## src/rtl/pkrl_ram.sv

```systemverilog
// Generic single-write, single-read RAM with registered read data.
module pkrl_ram #(
   parameter int WIDTH = 16,
   parameter int DEPTH = 128,
   localparam int ADDR_W = (DEPTH > 1) ? $clog2(DEPTH) : 1
) (
   input  logic              clock,
   input  logic              wr_en,
   input  logic [ADDR_W-1:0] wr_addr,
   input  logic [WIDTH-1:0]  wr_data,
   input  logic              rd_en,
   input  logic [ADDR_W-1:0] rd_addr,
   output logic [WIDTH-1:0]  rd_data
);

   logic [WIDTH-1:0] mem [DEPTH];

   always_ff @(posedge clock) begin
      if (wr_en) begin
         mem[wr_addr] <= wr_data;
      end
      if (rd_en) begin
         rd_data <= mem[rd_addr];
      end
   end

endmodule

```

## config.mk

```make
export PLATFORM = sky130hd
export DESIGN_NAME = pkrl_ram
export DESIGN_NICKNAME = d
export VERILOG_FILES = /design/src/rtl/pkrl_ram.sv
export SDC_FILE = /design/constraint.sdc
export NUM_CORES = 2
export LEC_CHECK = 0
export BUFFER_PORTS_ARGS = -buffer_cell sky130_fd_sc_hd__buf_4
export CAP_MARGIN = 20
export CORE_MARGIN = 10
export CORE_UTILIZATION = 55
export DETAILED_ROUTE_END_ITERATION = 10
export PLACE_DENSITY_LB_ADDON = 0.08
export SLEW_MARGIN = 20
export SYNTH_ARGS = -nofsm -noshare
export SYNTH_HDL_FRONTEND = slang
export SYNTH_SLANG_ARGS = --single-unit
```

## constraint.sdc

```tcl
create_clock -name clock -period 4.4 [get_ports clock]
set_input_delay 0.22 -clock clock [delete_from_list [all_inputs] [get_ports clock]]
set_output_delay 0.22 -clock clock [all_outputs]
set_load 0.1 [all_outputs]
```

==> results.yml <==
job:
  drv_cap: 0
global_routing:
  grt_pass1_vias: 36347
  overflow: 0
  grt_max_degree: 94
  grt_pass1_wl_um: 279000
  grtUsageTotal_pct: 25.2
  antenna_found_initial: 16
synthesis:
  ys_ff_latch: 2064
  synth_cells: 3086
  avgSynthCellArea_um2: 25.5
  ys_warn_count: 0
  ys_seq_area_share_pct: 78.8
  synth_area_um2: 78700
  synth_fp_nets: 3119
  ys_types: 16
floorplan:
  start_util_pct: 55.5
  boundaryPins: 49
  core_area_um2: 142000
  fp.dieW_um: 398
  die_h_um: 398
  row_count: 138
  dieArea_um2: 159000
setup_path:
  worstSetupPathType: "flip-flop to flip-flop"
  cp-start-kind: "flip-flop"
  endpoint_kind: "flip-flop"
  path_max_fanout: 1
  timing.critical_path.arrival_ns: 3.31
  required_ns: 4.96
clock_network:
  cts_resized: 0
  cts_root_buf: "clkbuf_16"
  clock_path_buffers: 3
  path_clk_slew_ns: 0.06
  postCtsHoldBufs: 11
  post-cts-setup-buffer-count: 0
  cts-buffers-inserted: 200
  clk_latency_ns: 0.81
  htree_levels: 4
  cts_tree: "done"
  clock_sinks: 2064
sta:
  worst_clock_skew_ns: 0.0216
  timing.final.crit_share_pct: 62.5
  slew_headroom_pct: 26.7
  worst_pin_slew_ns: 1.10
  rsz0062_at_grt: "no"
  slew_violations: 0
  fmax_mhz: 364
  setup_violations: 0
  finalCriticalPeriod_ns: 2.75
  hold_violations: 0
  setup-tns-final_ns: 0
power:
  ir_drop_v: 0.000360
  power_density_nw_per_um2: 454
  p_leak_nw: 27.6
routing:
  drc_errors: 0
  ant_nets: 0
  wl_per_cell_um: 36.3
  drt_first_pass_iters: 5
  avgViaCountPerCell: 6.62
  wirelength_um: 198000
  drtIter0Drc: 4620
  vias: 36045
finish:
  fin_nets: 3430
  fin_util_pct: 62.8
  fillers: 9303
  area_growth_pct: 13.2
  drive_above_1_share_pct: 34.8
placed_design:
  globalplace.congestion: 0.796
  dp_hpwl_um: 116000
  port_buffers: 48
hold_path:
  min_path_type: "primary input to flip-flop"
status:
  status: "completed"
## cells by family (layout without fill, tap and decap cells)
group / after synthesis / after routing / synth area share, %
buffers and inverters: 164 / 634 / 0.879
flip-flops: 2064 / 2064 / 78.8
multiplexers: 688 / 688 / 19.5
other: 0 / 2 / 0
AND/OR/NAND/NOR: 170 / 170 / 0.886
## routing by layer
metal | routed length, um | vias to the layer above | GRT usage [%] | share of wire (%)
met5 | 46 | - | 0 | 0.023
met4 | 3970 | 6 | 5.66 | 2.0
met2 | 92500 | 1869 | 38.0 | 47
li1 | - | 14104 | - | -
met3 | 21200 | 261 | 6.63 | 11
met1 | 80000 | 19805 | 37.6 | 40
## per-stage QoR
step | cell area [um^2] | total power, W | cells | worst slack [ns] | hold slack [ns]
2_1_floorplan | 78700 | 0.0234 | 3086 | 1.55 | 0.319
3_3_place_gp | 82700 | 0.0244 | 5073 | 0.867 | 0.684
3_5_place_dp | 82700 | 0.0244 | 5074 | 0.844 | 0.706
4_1_cts | 89000 | 0.0407 | 5446 | 1.66 | 0.00378
5_1_grt | 89000 | 0.0416 | 5446 | 1.60 | 0.0406
6_report | 89000 | 0.0404 | 5448 | 1.65 | 0.0496
## cells in the final DEF, fill, tap and decap left out, types with 5 or more instances in the layout
| cell type | netlist | layout |
|---|---|---|
| bufinv_16 | 0 | 15 |
| clkinvlp_4 | 0 | 6 |
| nor2b_1 | 7 | 7 |
| nand3_1 | 12 | 12 |
| dlygate4sd3_1 | 0 | 11 |
| clkbuf_1 | 82 | 41 |
| mux2_2 | 16 | 16 |
| buf_12 | 0 | 20 |
| nor2_1 | 122 | 119 |
| buf_4 | 1 | 237 |
| nand2_1 | 14 | 13 |
| clkinv_2 | 0 | 42 |
| mux4_2 | 672 | 672 |
| clkinv_1 | 0 | 47 |
| nor3_2 | 0 | 5 |
| clkbuf_16 | 0 | 207 |
| edfxtp_1 | 2064 | 2064 |
## worst paths after layout
check	cells past startpoint	end	start	slack, ns
min	1	mem[14][6]	wr_data[6]	0.05
max reg2reg	4	rd_data[5]	mem[23][5]	1.65
min reg2reg	4	rd_data[9]	mem[64][9]	1.22
max	4	rd_data[5]	mem[23][5]	1.65
## state kept, by name (all words and copies together), names as in the netlist
register  cells
rd_data      16
mem        2048
## layout make-up
cell class | instances | area [um^2] | share of cell area [%]
Timing Repair Buffer | 273 | 2360 | 2.65
Tap cell | 1890 | 2360 | 2.66
Antenna cell | 2 | 5.00 | 0.00562
Clock inverter | 113 | 908 | 1.02
Sequential cell | 2064 | 62000 | 69.6
Clock buffer | 248 | 5330 | 5.99
Multi-Input combinational cell | 858 | 16100 | 18.1
## Yosys cell counts
cell type / n / area (um^2)
buf_1: 28 / 105
buf_2: 52 / 260
buf_4: 1 / 7.51
buf_6: 1 / 11.3
clkbuf_1: 82 / 308
edfxtp_1: 2064 / 62000
mux2_2: 16 / 180
mux4_2: 672 / 15100
nand2_1: 14 / 52.6
nand2b_1: 2 / 12.5
nand3_1: 12 / 60.1
nand4_1: 3 / 18.8
nor2_1: 122 / 458
nor2b_1: 7 / 43.8
nor3_1: 9 / 45.0
or3_1: 1 / 6.26
## critical path: stages (launching register included)
cell and delay (ns):
edfxtp_1 0.36, mux4_2 0.48, mux4_2 0.64, mux4_2 0.68, mux2_2 0.33
## where the power goes
group	total, W	switching (W)	internal [W]
registers	0.0218	0.0000603	0.0217
clock network	0.0164	0.00702	0.00941
logic	0.00219	0.00136	0.000825
Power figures use the tool's default switching activity.
