==> src/rtl/pkrl_pkg.sv <==
// Shared widths, word layouts and types of the per-key recency list.
package pkrl_pkg;

   localparam int STATION_W   = 16;
   localparam int VEHICLE_W   = 8;
   localparam int POS_OUT_W   = 4;
   localparam int REQ_TDATA_W = 24;   // vehicle, station
   localparam int RSP_TDATA_W = 40;   // entry_station, position, dropped_station, pad
   localparam int RSP_TUSER_W = 2;    // ignored, dropped_valid

   typedef struct packed {
      logic                 valid;
      logic [STATION_W-1:0] station;
   } pkrl_drop_type;

endpackage

==> src/rtl/pkrl_row_update.sv <==
// Move-to-front update of one vehicle row: parallel match, shift, eviction.
module pkrl_row_update
   import pkrl_pkg::*;
#(
   parameter int CAPACITY = 5,
   localparam int LEN_W = $clog2(CAPACITY + 1),
   localparam int ROW_W = CAPACITY * STATION_W
) (
   input  logic [ROW_W-1:0]     row,
   input  logic [LEN_W-1:0]     len,
   input  logic [STATION_W-1:0] station,
   output logic [ROW_W-1:0]     new_row,
   output logic [LEN_W-1:0]     new_len,
   output pkrl_drop_type        drop
);

   logic [LEN_W-1:0] len_c;
   logic [LEN_W-1:0] hit;
   logic             found;

   always_comb begin
      len_c = (len > LEN_W'(CAPACITY)) ? LEN_W'(CAPACITY) : len;

      // lowest matching slot wins
      found = 1'b0;
      hit   = '0;
      for (int i = CAPACITY - 1; i >= 0; i--) begin
         if ((LEN_W'(i) < len_c) && (row[i*STATION_W +: STATION_W] == station)) begin
            found = 1'b1;
            hit   = LEN_W'(i);
         end
      end

      drop    = '0;
      new_len = len_c;
      if (!found) begin
         if (len_c == LEN_W'(CAPACITY)) begin
            drop.valid   = 1'b1;
            drop.station = row[(CAPACITY-1)*STATION_W +: STATION_W];
            hit          = LEN_W'(CAPACITY - 1);
         end else begin
            hit     = len_c;
            new_len = len_c + LEN_W'(1);
         end
      end

      new_row[STATION_W-1:0] = station;
      for (int i = 1; i < CAPACITY; i++) begin
         new_row[i*STATION_W +: STATION_W] = (LEN_W'(i) <= hit)
            ? row[(i-1)*STATION_W +: STATION_W]
            : row[i*STATION_W +: STATION_W];
      end
   end

endmodule
==> config.mk <==
export PLATFORM = sky130hd
export DESIGN_NAME = pkrl_row_update
export DESIGN_NICKNAME = d
export VERILOG_FILES = /design/src/rtl/pkrl_pkg.sv /design/src/rtl/pkrl_row_update.sv
export SDC_FILE = /design/constraint.sdc
export NUM_CORES = 1
export LEC_CHECK = 0
export ABC_AREA = 1
export BUFFER_PORTS_ARGS = -buffer_cell sky130_fd_sc_hd__buf_2
export CELL_PAD_IN_SITES_DETAIL_PLACEMENT = 0
export CELL_PAD_IN_SITES_GLOBAL_PLACEMENT = 2
export CORE_MARGIN = 2
export CORE_UTILIZATION = 15
export DETAILED_ROUTE_END_ITERATION = 10
export PLACE_DENSITY_LB_ADDON = 0.08
export RECOVER_POWER = 25
export SLEW_MARGIN = 20
export SYNTH_ARGS = -nofsm -noshare
export SYNTH_HDL_FRONTEND = slang
export SYNTH_SLANG_ARGS = --single-unit
export TNS_END_PERCENT = 20
==> constraint.sdc <==
create_clock -name vclk -period 1.63
set_input_delay 0.163 -clock vclk [all_inputs]
set_output_delay 0.163 -clock vclk [all_outputs]
set_load 0.005 [all_outputs]
==> results of run 1 <==
## logic make-up (layout without fill, tap and decap cells)
family,count (synthesis),count (layout),share of synthesized area (%)
AO/OA/AOI/OAI,59,59,11.63
AND/OR/NAND/NOR,326,326,55.42
XOR/XNOR,29,29,9.966
adder cells (fa/ha/maj),2,2,0.9817
buffers and inverters,122,396,21.99
## critical path, cell delays in order
cell and delay, ps:
buf_2 120, inv_1 60, nand2_2 60, nand2_1 60, nor2_2 110, nand2_2 70, nor2_4 120, nand3_2 120
inv_1 70, nand2_1 50, nand2_1 70, nand2_2 90, nand3_4 140, nand2_8 70, buf_12 130, buf_12 130
nand2_2 50, nand2_2 40, buf_2 120
## metrics by stage
step	worst slack, ps	cells	cell area [µm²]	utilization, %	hold WS, ps
6_report	-379.4	1032	5403	32.58	520.2
5_1_grt	-501.1	1032	5403	32.58	530.8
4_1_cts	-389.2	1030	5040	30.39	524.6
3_5_place_dp	-615.8	1022	4432	26.72	601.6
3_3_place_gp	-664.0	1022	4432	26.72	600.8
2_1_floorplan	-40.56	538	2589	-	396.7
## layout by cell type, fill, tap and decap left out, types with 2 or more instances in the layout
cell and n:
buf_8 6, inv_4 5, buf_16 2, o21ai_2 7, nand2_4 6, buf_6 19
buf_4 94, o21ai_1 21, nand3_1 17, nor2_4 19, nand2_2 45, buf_2 171
xnor2_1 17, inv_1 66, xnor2_4 3, inv_2 12, nand3_4 3, nand3_2 11
nor2_1 14, nand4_1 10, xnor2_2 7, inv_6 2, ha_1 2, nor2_2 24
o21ai_0 25, a21oi_2 4, buf_12 16, nand2_1 172
## where the power goes
part | switching (mW) | internal [mW] | total, mW
clock network | 0 | 0 | 0
registers | 0 | 0 | 0
logic | 0.783 | 0.781 | 1.56
## layout make-up
type / count / area (µm²) / share of cell area (%)
inverters: 87 / 361.6 / 6.693
multi-input cells: 416 / 2517 / 46.60
well taps: 220 / 275.3 / 5.095
repair buffers: 309 / 2248 / 41.62
## metal layers
layer | routed length [µm] | GRT usage (%) | vias up | part of all wire [%]
met3 | 879 | 1.436 | 2 | 5.9
met4 | 47 | 0.5848 | 0 | 0.32
met5 | 0 | 0 | - | 0
li1 | - | - | 2178 | -
met1 | 6752 | 21.32 | 1800 | 45
met2 | 7237 | 27.95 | 143 | 49
## worst paths after layout
check        from          end
max       row[49]  new_row[52]
min    station[8]   new_row[8]
## timing repair
| action | 4_1_cts | 5_1_grt |
|---|---|---|
| cloned | 2 | 0 |
| setup endpoints to repair | 84 | 84 |
| pin swaps | 45 | 47 |
| buffers inserted | 7 | 2 |
| resized for setup | 149 | 102 |
==> out/summary.txt, run 1 <==
Filler cells - 1920
YS warnings - 0
Post-Syn Nets - 639
routed via count - 4123
n_diodes - 0
Rel. slew slack - 83.28%
CP required - 1470 ps
die height - 134.4 µm
Total Routing Usage GR - 15.60%
drt drc - 0
endpoints failing hold - 0
Final WS setup - -379.4 ps
synth cell count leaders - nand2_1 (208), inv_1 (74), nor2_1 (53)
Synth Cell Area - 0.002549 mm²
syn avg cell area - 4.737 µm²
Hold Crit Depth - 2
synth top area cells - nand2_1 (31%), inv_1 (11%), xnor2_1 (9.3%)
fin crit period - 2009 ps
Port Buffers - 199
final setup fails - 84
antenna-violating nets left - 0
Worst Hold Class - in2out
CP endpoint kind - output port
critical path type - in2out
Routed WL per cell - 14.45 µm
drt pass-1 iters - 4
Max-cap violations - 0
Synth cell types - 27
PD cells - 289.5 mW/mm²
synth-to-layout area growth - 112.0%
layout cells sized above 1 - 57.02%
Yosys top cell area share - 30.63%
effective utilization at floorplan - 15.37%
routability congestion estimate - 0.8134
clock buf count - 0
post-synth top area cell - nand2_1
Critical Path AT - 1850 ps
status - complete, but fails checks
maximum vdd drop - 0.08557 mV
failing checks - negative setup slack
P_leak - 2.982 nW
final setup TNS - -22620 ps
Tcrit/Tclk final - 123.3%
first-pass GRT wire length - 22.20 mm
sequential share of the synthesized area - 0%
CP Launch Type - input port
# rows - 47
fin. max-slew vios - 0
DIE AREA - 0.01805 mm²
total power - 1.564 mW
initial drt markers - 131
CP max FO - 6
sequential cell count - 0
most common cell in the synthesized netlist - nand2_1
grt ovf - 0
die width - 134.4 µm
I/O pin cnt - 199
DR vias/cell - 3.995
number of global-route vias before repair - 4016
hpwl dp - 12.47 mm
slew of the pin with the lowest slew margin - 248.2 ps
initial antenna violation count - 0
Synth Instances - 538
Core Area - 0.01658 mm²
pin count of the biggest net entering global routing - 25
Max Freq - 0.4977 GHz
RSZ-0062 raised after global routing - true
sequential cell area - 0 µm²
nets - 915
final WL - 14.92 mm
CTS Hold Bufs - 0
(Power assumes the default switching activity.)
==> inputs of run 2 (changes only) <==
--- a/config.mk
+++ b/config.mk
@@ -12,7 +12,7 @@
 export CORE_MARGIN = 2
 export CORE_UTILIZATION = 15
 export DETAILED_ROUTE_END_ITERATION = 10
-export PLACE_DENSITY_LB_ADDON = 0.08
+export PLACE_DENSITY = 0.81
 export RECOVER_POWER = 25
 export SLEW_MARGIN = 20
 export SYNTH_ARGS = -nofsm -noshare
==> run 2 against run 1 <==
The run still ends with negative setup slack left. Sequential share of layout area did not move. Via count is 0.56% lower. Final area down 1.0%.
==> out/summary.txt, run 2 (synthesis gave the netlist of run 1 again) <==
Total Routing Usage GR - 14.96% (was 15.60%)
fin crit period - 2027 ps (was 2009 ps)
number of global-route vias before repair - 3958 (was 4016)
final setup TNS - -22010 ps (was -22620 ps)
total power - 1.500 mW (was 1.564 mW)
post-layout instance area - 0.005346 mm² (was 0.005403 mm²)
DIE AREA - 0.01805 mm² (unchanged)
initial drt markers - 175 (was 131)
P_leak - 3.008 nW (was 2.982 nW)
Core Area - 0.01658 mm² (unchanged)
DP Worst Slack - -550.8 ps (was -615.8 ps)
die width - 134.4 µm (unchanged)
Routed WL per cell - 13.50 µm (was 14.45 µm)
CP endpoint kind - output port (unchanged)
RSZ-0062 raised after global routing - true (unchanged)
I/O pin cnt - 199 (unchanged)
synth-to-layout area growth - 109.8% (was 112.0%)
Switching Fraction - 49.49% (was 50.04%)
CP Launch Type - input port (unchanged)
failing checks - negative setup slack (unchanged)
Critical Path AT - 1860 ps (was 1850 ps)
Worst Hold Class - in2out (unchanged)
nets - 924 (was 915)
Logic pwr share - 100.0% (about the same)
# rows - 47 (unchanged)
pin count of the biggest net entering global routing - 15 (was 25)
final WL - 14.06 mm (was 14.92 mm)
drt drc - 0 (unchanged)
maximum vdd drop - 0.1001 mV (was 0.08557 mV)
clock buf count - 0 (unchanged)
highest-count cells in the layout ignoring fill and taps - buf_2 (177), nand2_1 (175), buf_4 (89) (was nand2_1 (172), buf_2 (171), buf_4 (94))
final setup fails - 83 (was 84)
DR vias/cell - 3.939 (was 3.995)
commonest non-fill, non-tap cell in the layout - buf_2 (was nand2_1)
Final WS setup - -397.2 ps (was -379.4 ps)
fin. max-slew vios - 0 (unchanged)
status - complete, but fails checks (unchanged)
layout cells sized above 1 - 55.30% (was 57.02%)
first-pass GRT wire length - 21.27 mm (was 22.20 mm)
PD cells - 280.6 mW/mm² (was 289.5 mW/mm²)
Hold Crit Depth - 2 (unchanged)
Max-cap violations - 0 (unchanged)
Post-Place Cell Area - 0.004507 mm² (was 0.004432 mm²)
antenna-violating nets left - 0 (unchanged)
slew of the pin with the lowest slew margin - 245.6 ps (was 248.2 ps)
Internal Power - 0.7578 mW (was 0.7815 mW)
sequential cell area - 0 µm² (unchanged)
routed via count - 4100 (was 4123)
die height - 134.4 µm (unchanged)
sequential cell count - 0 (unchanged)
Core Util, Final - 32.24% (was 32.58%)
NetSw - 0.7424 mW (was 0.7828 mW)
effective utilization at floorplan - 15.37% (unchanged)
Clk pwr share - 0% (about the same)
Tcrit/Tclk final - 124.4% (was 123.3%)
Max Freq - 0.4933 GHz (was 0.4977 GHz)
CP required - 1470 ps (about the same)
CP max FO - 6 (unchanged)
initial antenna violation count - 0 (unchanged)
endpoints failing hold - 0 (unchanged)
Hold EP - new_row[8] (unchanged)
drt pass-1 iters - 5 (was 4)
critical path type - in2out (unchanged)
hpwl dp - 12.00 mm (was 12.47 mm)
n_diodes - 0 (unchanged)
worst hold start - station[8] (unchanged)
routability congestion estimate - 0.7951 (was 0.8134)
Port Buffers - 199 (unchanged)
grt ovf - 0 (unchanged)
Flop pwr share - 0% (about the same)
Rel. slew slack - 83.45% (was 83.28%)
run 2: changes by cell type in the layout (fill, tap and decap cells not counted), sizes merged:
cell    change
buf        +10
clkbuf      -1
run 2: area by class of cell:
type | count | area, µm²
fillers | 1881 | 11240
well taps | 220 | 275.3
repair buffers | 318 | 2307
multi-input cells | 416 | 2397
inverters | 87 | 366.6
run 2: worst max path at each step:
stage / start / depth (start not counted) / endpoint
final: station[10] / 17 / new_row[49]
after global routing: station[5] / 18 / new_row[50]
after CTS: station[3] / 17 / new_row[57]
after detailed placement: station[2] / 15 / new_row[19]
after global placement: station[2] / 15 / new_row[18]
after floorplan: station[13] / 12 / new_row[53]
run 2: critical path, stage by stage:
cell and delay (ps):
buf_12 110, buf_6 110, buf_6 100, nand2_2 40, nand4_1 140, nor2_1 120
nand2_1 70, nor2_2 160, nor2_4 70, nand3_4 110, nand3_4 120, nand2_8 120
buf_12 100, buf_8 120, nand2_2 40, nand2_1 50, buf_2 110
run 2: power by group through the flow:
stage | clock (mW) | combinational [mW] | sequential (mW)
after floorplan | 0 | 0.554 | 0
after global placement | 0 | 1.27 | 0
after detailed placement | 0 | 1.27 | 0
after CTS | 0 | 1.45 | 0
after global routing | 0 | 1.66 | 0
final | 0 | 1.50 | 0
run 2: through the flow:
step | cells | hold WS, ps
floorplan | 538 | 396.7
global placement | 1032 | 594.3
detailed placement | 1032 | 595.0
CTS | 1041 | 532.2
global route | 1041 | 529.8
finish | 1041 | 525.8
run 2: what timing repair did:
item	in CTS	in global routing
gates resized for setup	131	112
pin swaps	39	40
setup endpoints to repair	84	84
setup buffers	10	2
hold buffers	0	0
cloned	1	0
run 2: metal layers:
metal | wire, µm | share of wire (%) | global-route usage [%] | vias up
met5 | 0 | 0 | 0 | -
met4 | 15 | 0.11 | 0.1754 | 0
met3 | 988 | 7.0 | 1.927 | 2
met2 | 6955 | 49 | 27.75 | 140
met1 | 6098 | 43 | 19.51 | 1756
li1 | - | - | - | 2202
==> inputs of run 3 (changes only) <==
--- a/config.mk
+++ b/config.mk
@@ -10,9 +10,9 @@
 export CELL_PAD_IN_SITES_DETAIL_PLACEMENT = 0
 export CELL_PAD_IN_SITES_GLOBAL_PLACEMENT = 2
 export CORE_MARGIN = 2
-export CORE_UTILIZATION = 15
+export CORE_UTILIZATION = 17
 export DETAILED_ROUTE_END_ITERATION = 10
-export PLACE_DENSITY = 0.81
+export PLACE_DENSITY = 0.87
 export RECOVER_POWER = 25
 export SLEW_MARGIN = 20
 export SYNTH_ARGS = -nofsm -noshare
==> constraint.sdc (replaced) <==
create_clock -name vclk -period 2.15
set_input_delay 0.215 -clock vclk [all_inputs]
set_output_delay 0.215 -clock vclk [all_outputs]
set_load 0.1 [all_outputs]
==> run 3 against run 2 <==
The run still ends with negative setup slack left. Combinational power increased by 83%. Global-route usage increased by 2.6 points. Setup slack improved by 250 ps. Utilization increased by 14 points. Final area increased by 26%. Die area decreased by 11%. Cell count decreased by 6.0%. Via count decreased by 0.29%. Non-clock buffer count decreased by 27. Flip-flop and latch count unchanged. Critical endpoint is now new_row[25]. Largest cell class is now non-clock buffers. Largest power group unchanged. Highest routed layer is now met3.
==> out/summary.txt, run 3 (synthesis gave the netlist of run 1 again) <==
final setup fails - 34 (was 83)
Hold Crit Depth - 4 (was 2)
Rel. slew slack - 22.27% (was 83.45%)
total power - 2.748 mW (was 1.500 mW)
Total Routing Usage GR - 17.54% (was 14.96%)
die width - 126.4 µm (was 134.4 µm)
Port Buffers - 199 (unchanged)
pin count of the biggest net entering global routing - 15 (unchanged)
clock buf count - 0 (unchanged)
layout cells sized above 1 - 60.00% (was 55.30%)
number of global-route vias before repair - 4079 (was 3958)
n_diodes - 0 (unchanged)
final setup TNS - -1732 ps (was -22010 ps)
Worst Hold Class - in2out (unchanged)
highest-count cells in the layout ignoring fill and taps - nand2_1 (170), buf_12 (99), buf_2 (90) (was buf_2 (177), nand2_1 (175), buf_4 (89))
# rows - 44 (was 47)
CTS Hold Bufs - 0 (unchanged)
M1 GR Usage - 22.69% (was 19.51%)
critical path type - in2out (unchanged)
grt peak-use layer - met2 (unchanged)
slew of the pin with the lowest slew margin - 1171 ps (was 245.6 ps)
hpwl dp - 12.13 mm (was 12.00 mm)
initial antenna violation count - 0 (unchanged)
die height - 126.4 µm (was 134.4 µm)
sequential cell area - 0 µm² (unchanged)
commonest non-fill, non-tap cell in the layout - nand2_1 (was buf_2)
GRT met2 Usage - 33.25% (was 27.75%)
initial drt markers - 130 (was 175)
CP max FO - 7 (was 6)
endpoints failing hold - 0 (unchanged)
post-route non-filler standard cell count - 979 (was 1041)
DR vias/cell - 4.176 (was 3.939)
grt ovf - 0 (unchanged)
met3 Use GR - 1.729% (was 1.927%)
Tcrit/Tclk final - 107.1%
I/O pin cnt - 199 (unchanged)
Filler cells - 1468 (was 1881)
failing checks - negative setup slack (unchanged)
first-pass GRT wire length - 22.56 mm (was 21.27 mm)
CP Launch Type - input port (unchanged)
maximum vdd drop - 0.1803 mV (was 0.1001 mV)
worst hold start - row[55] (was station[8])
RSZ-0062 raised after global routing - true (unchanged)
DP Worst Slack - -153.0 ps (was -550.8 ps)
Max Freq - 0.4345 GHz
placed cells - 964 (was 1032)
synth-to-layout area growth - 164.1% (was 109.8%)
Hold EP - new_row[55] (was new_row[8])
CP required - 1930 ps (was 1470 ps)
Routed WL per cell - 15.04 µm (was 13.50 µm)
status - complete, but fails checks (unchanged)
drt drc - 0 (unchanged)
antenna-violating nets left - 0 (unchanged)
nets - 898 (was 924)
Final WS setup - -151.7 ps (was -397.2 ps)
routability congestion estimate - 0.8046 (was 0.7951)
Critical Path AT - 2090 ps (was 1860 ps)
drt pass-1 iters - 4 (was 5)
effective utilization at floorplan - 17.47% (was 15.37%)
PD cells - 408.3 mW/mm² (was 280.6 mW/mm²)
sequential cell count - 0 (unchanged)
fin crit period - 2302 ps
final WL - 14.72 mm (was 14.06 mm)
Max-cap violations - 0 (unchanged)
fin. max-slew vios - 0 (unchanged)
DIE AREA - 0.01599 mm² (was 0.01805 mm²)
Core Area - 0.01459 mm² (was 0.01658 mm²)
CP endpoint kind - output port (unchanged)
P_leak - 3.346 nW (was 3.008 nW)
routed via count - 4088 (was 4100)
run 3: changes by cell type in the layout (fill, tap and decap cells not counted), moves of 12 or more:
cell	delta
o21ai_2	+12
buf_4	-22
buf_2	-87
nor2_4	+13
o21ai_0	-14
o21ai_1	-24
buf_12	+82
o21ai_4	+26
run 3: how the worst max path moves through the flow:
stage                           start     endpoint  cells after the start  slack [ps]
after global placement     station[4]  new_row[56]                     15        -140
after CTS                  station[2]  new_row[17]                     15        -100
final                     station[14]  new_row[25]                     13        -150
after detailed placement  station[12]  new_row[28]                     14        -150
after global routing       station[2]  new_row[25]                     14        -230
after floorplan            station[4]     drop[10]                     15        -460
run 3: worst max-delay path, stage by stage:
cell and delay (ps):
buf_4 150, xnor2_1 200, nand3_1 110, nor2_2 190, nand2_1 90, nor2_2 150
nor2_4 60, nand3_4 100, nand3_4 120, buf_12 160, clkbuf_16 170, o21ai_4 170
buf_12 190
run 3: report_power, final:
part           total [mW]  internal, mW  leakage, nW  switching, mW
logic                2.75         0.982         3.35           1.77
clock network           0             0            0              0
registers               0             0            0              0
run 3: per-stage QoR:
step	hold WS (ps)	util, %	cell area (µm²)
2_1_floorplan	628.9	-	3054
6_report	823.4	46.13	6730
4_1_cts	819.6	44.61	6507
5_1_grt	841.2	46.13	6730
3_5_place_dp	833.7	40.70	5938
3_3_place_gp	825.7	40.70	5938
run 3: what timing repair did:
action	4_1_cts	5_1_grt
setup endpoints to repair	75	84
hold endpoints to repair	0	0
gates resized for setup	98	77
pin swaps	18	35
setup buffers	10	3
cloned	4	1
run 3: area by class of cell:
type / count / area [µm²] / area share (%)
Multi-Input combinational cell: 416 / 2819 / 41.89
Inverter: 87 / 352.8 / 5.243
Timing Repair inverter: 1 / 11.26 / 0.1673
Timing Repair Buffer: 291 / 3317 / 49.28
Tap cell: 184 / 230.2 / 3.421
run 3: layer usage:
metal	share of wire, %	vias up
li1	-	2139
met1	42	1851
met2	53	98
met3	5.0	0
met4	0	0
met5	0	-
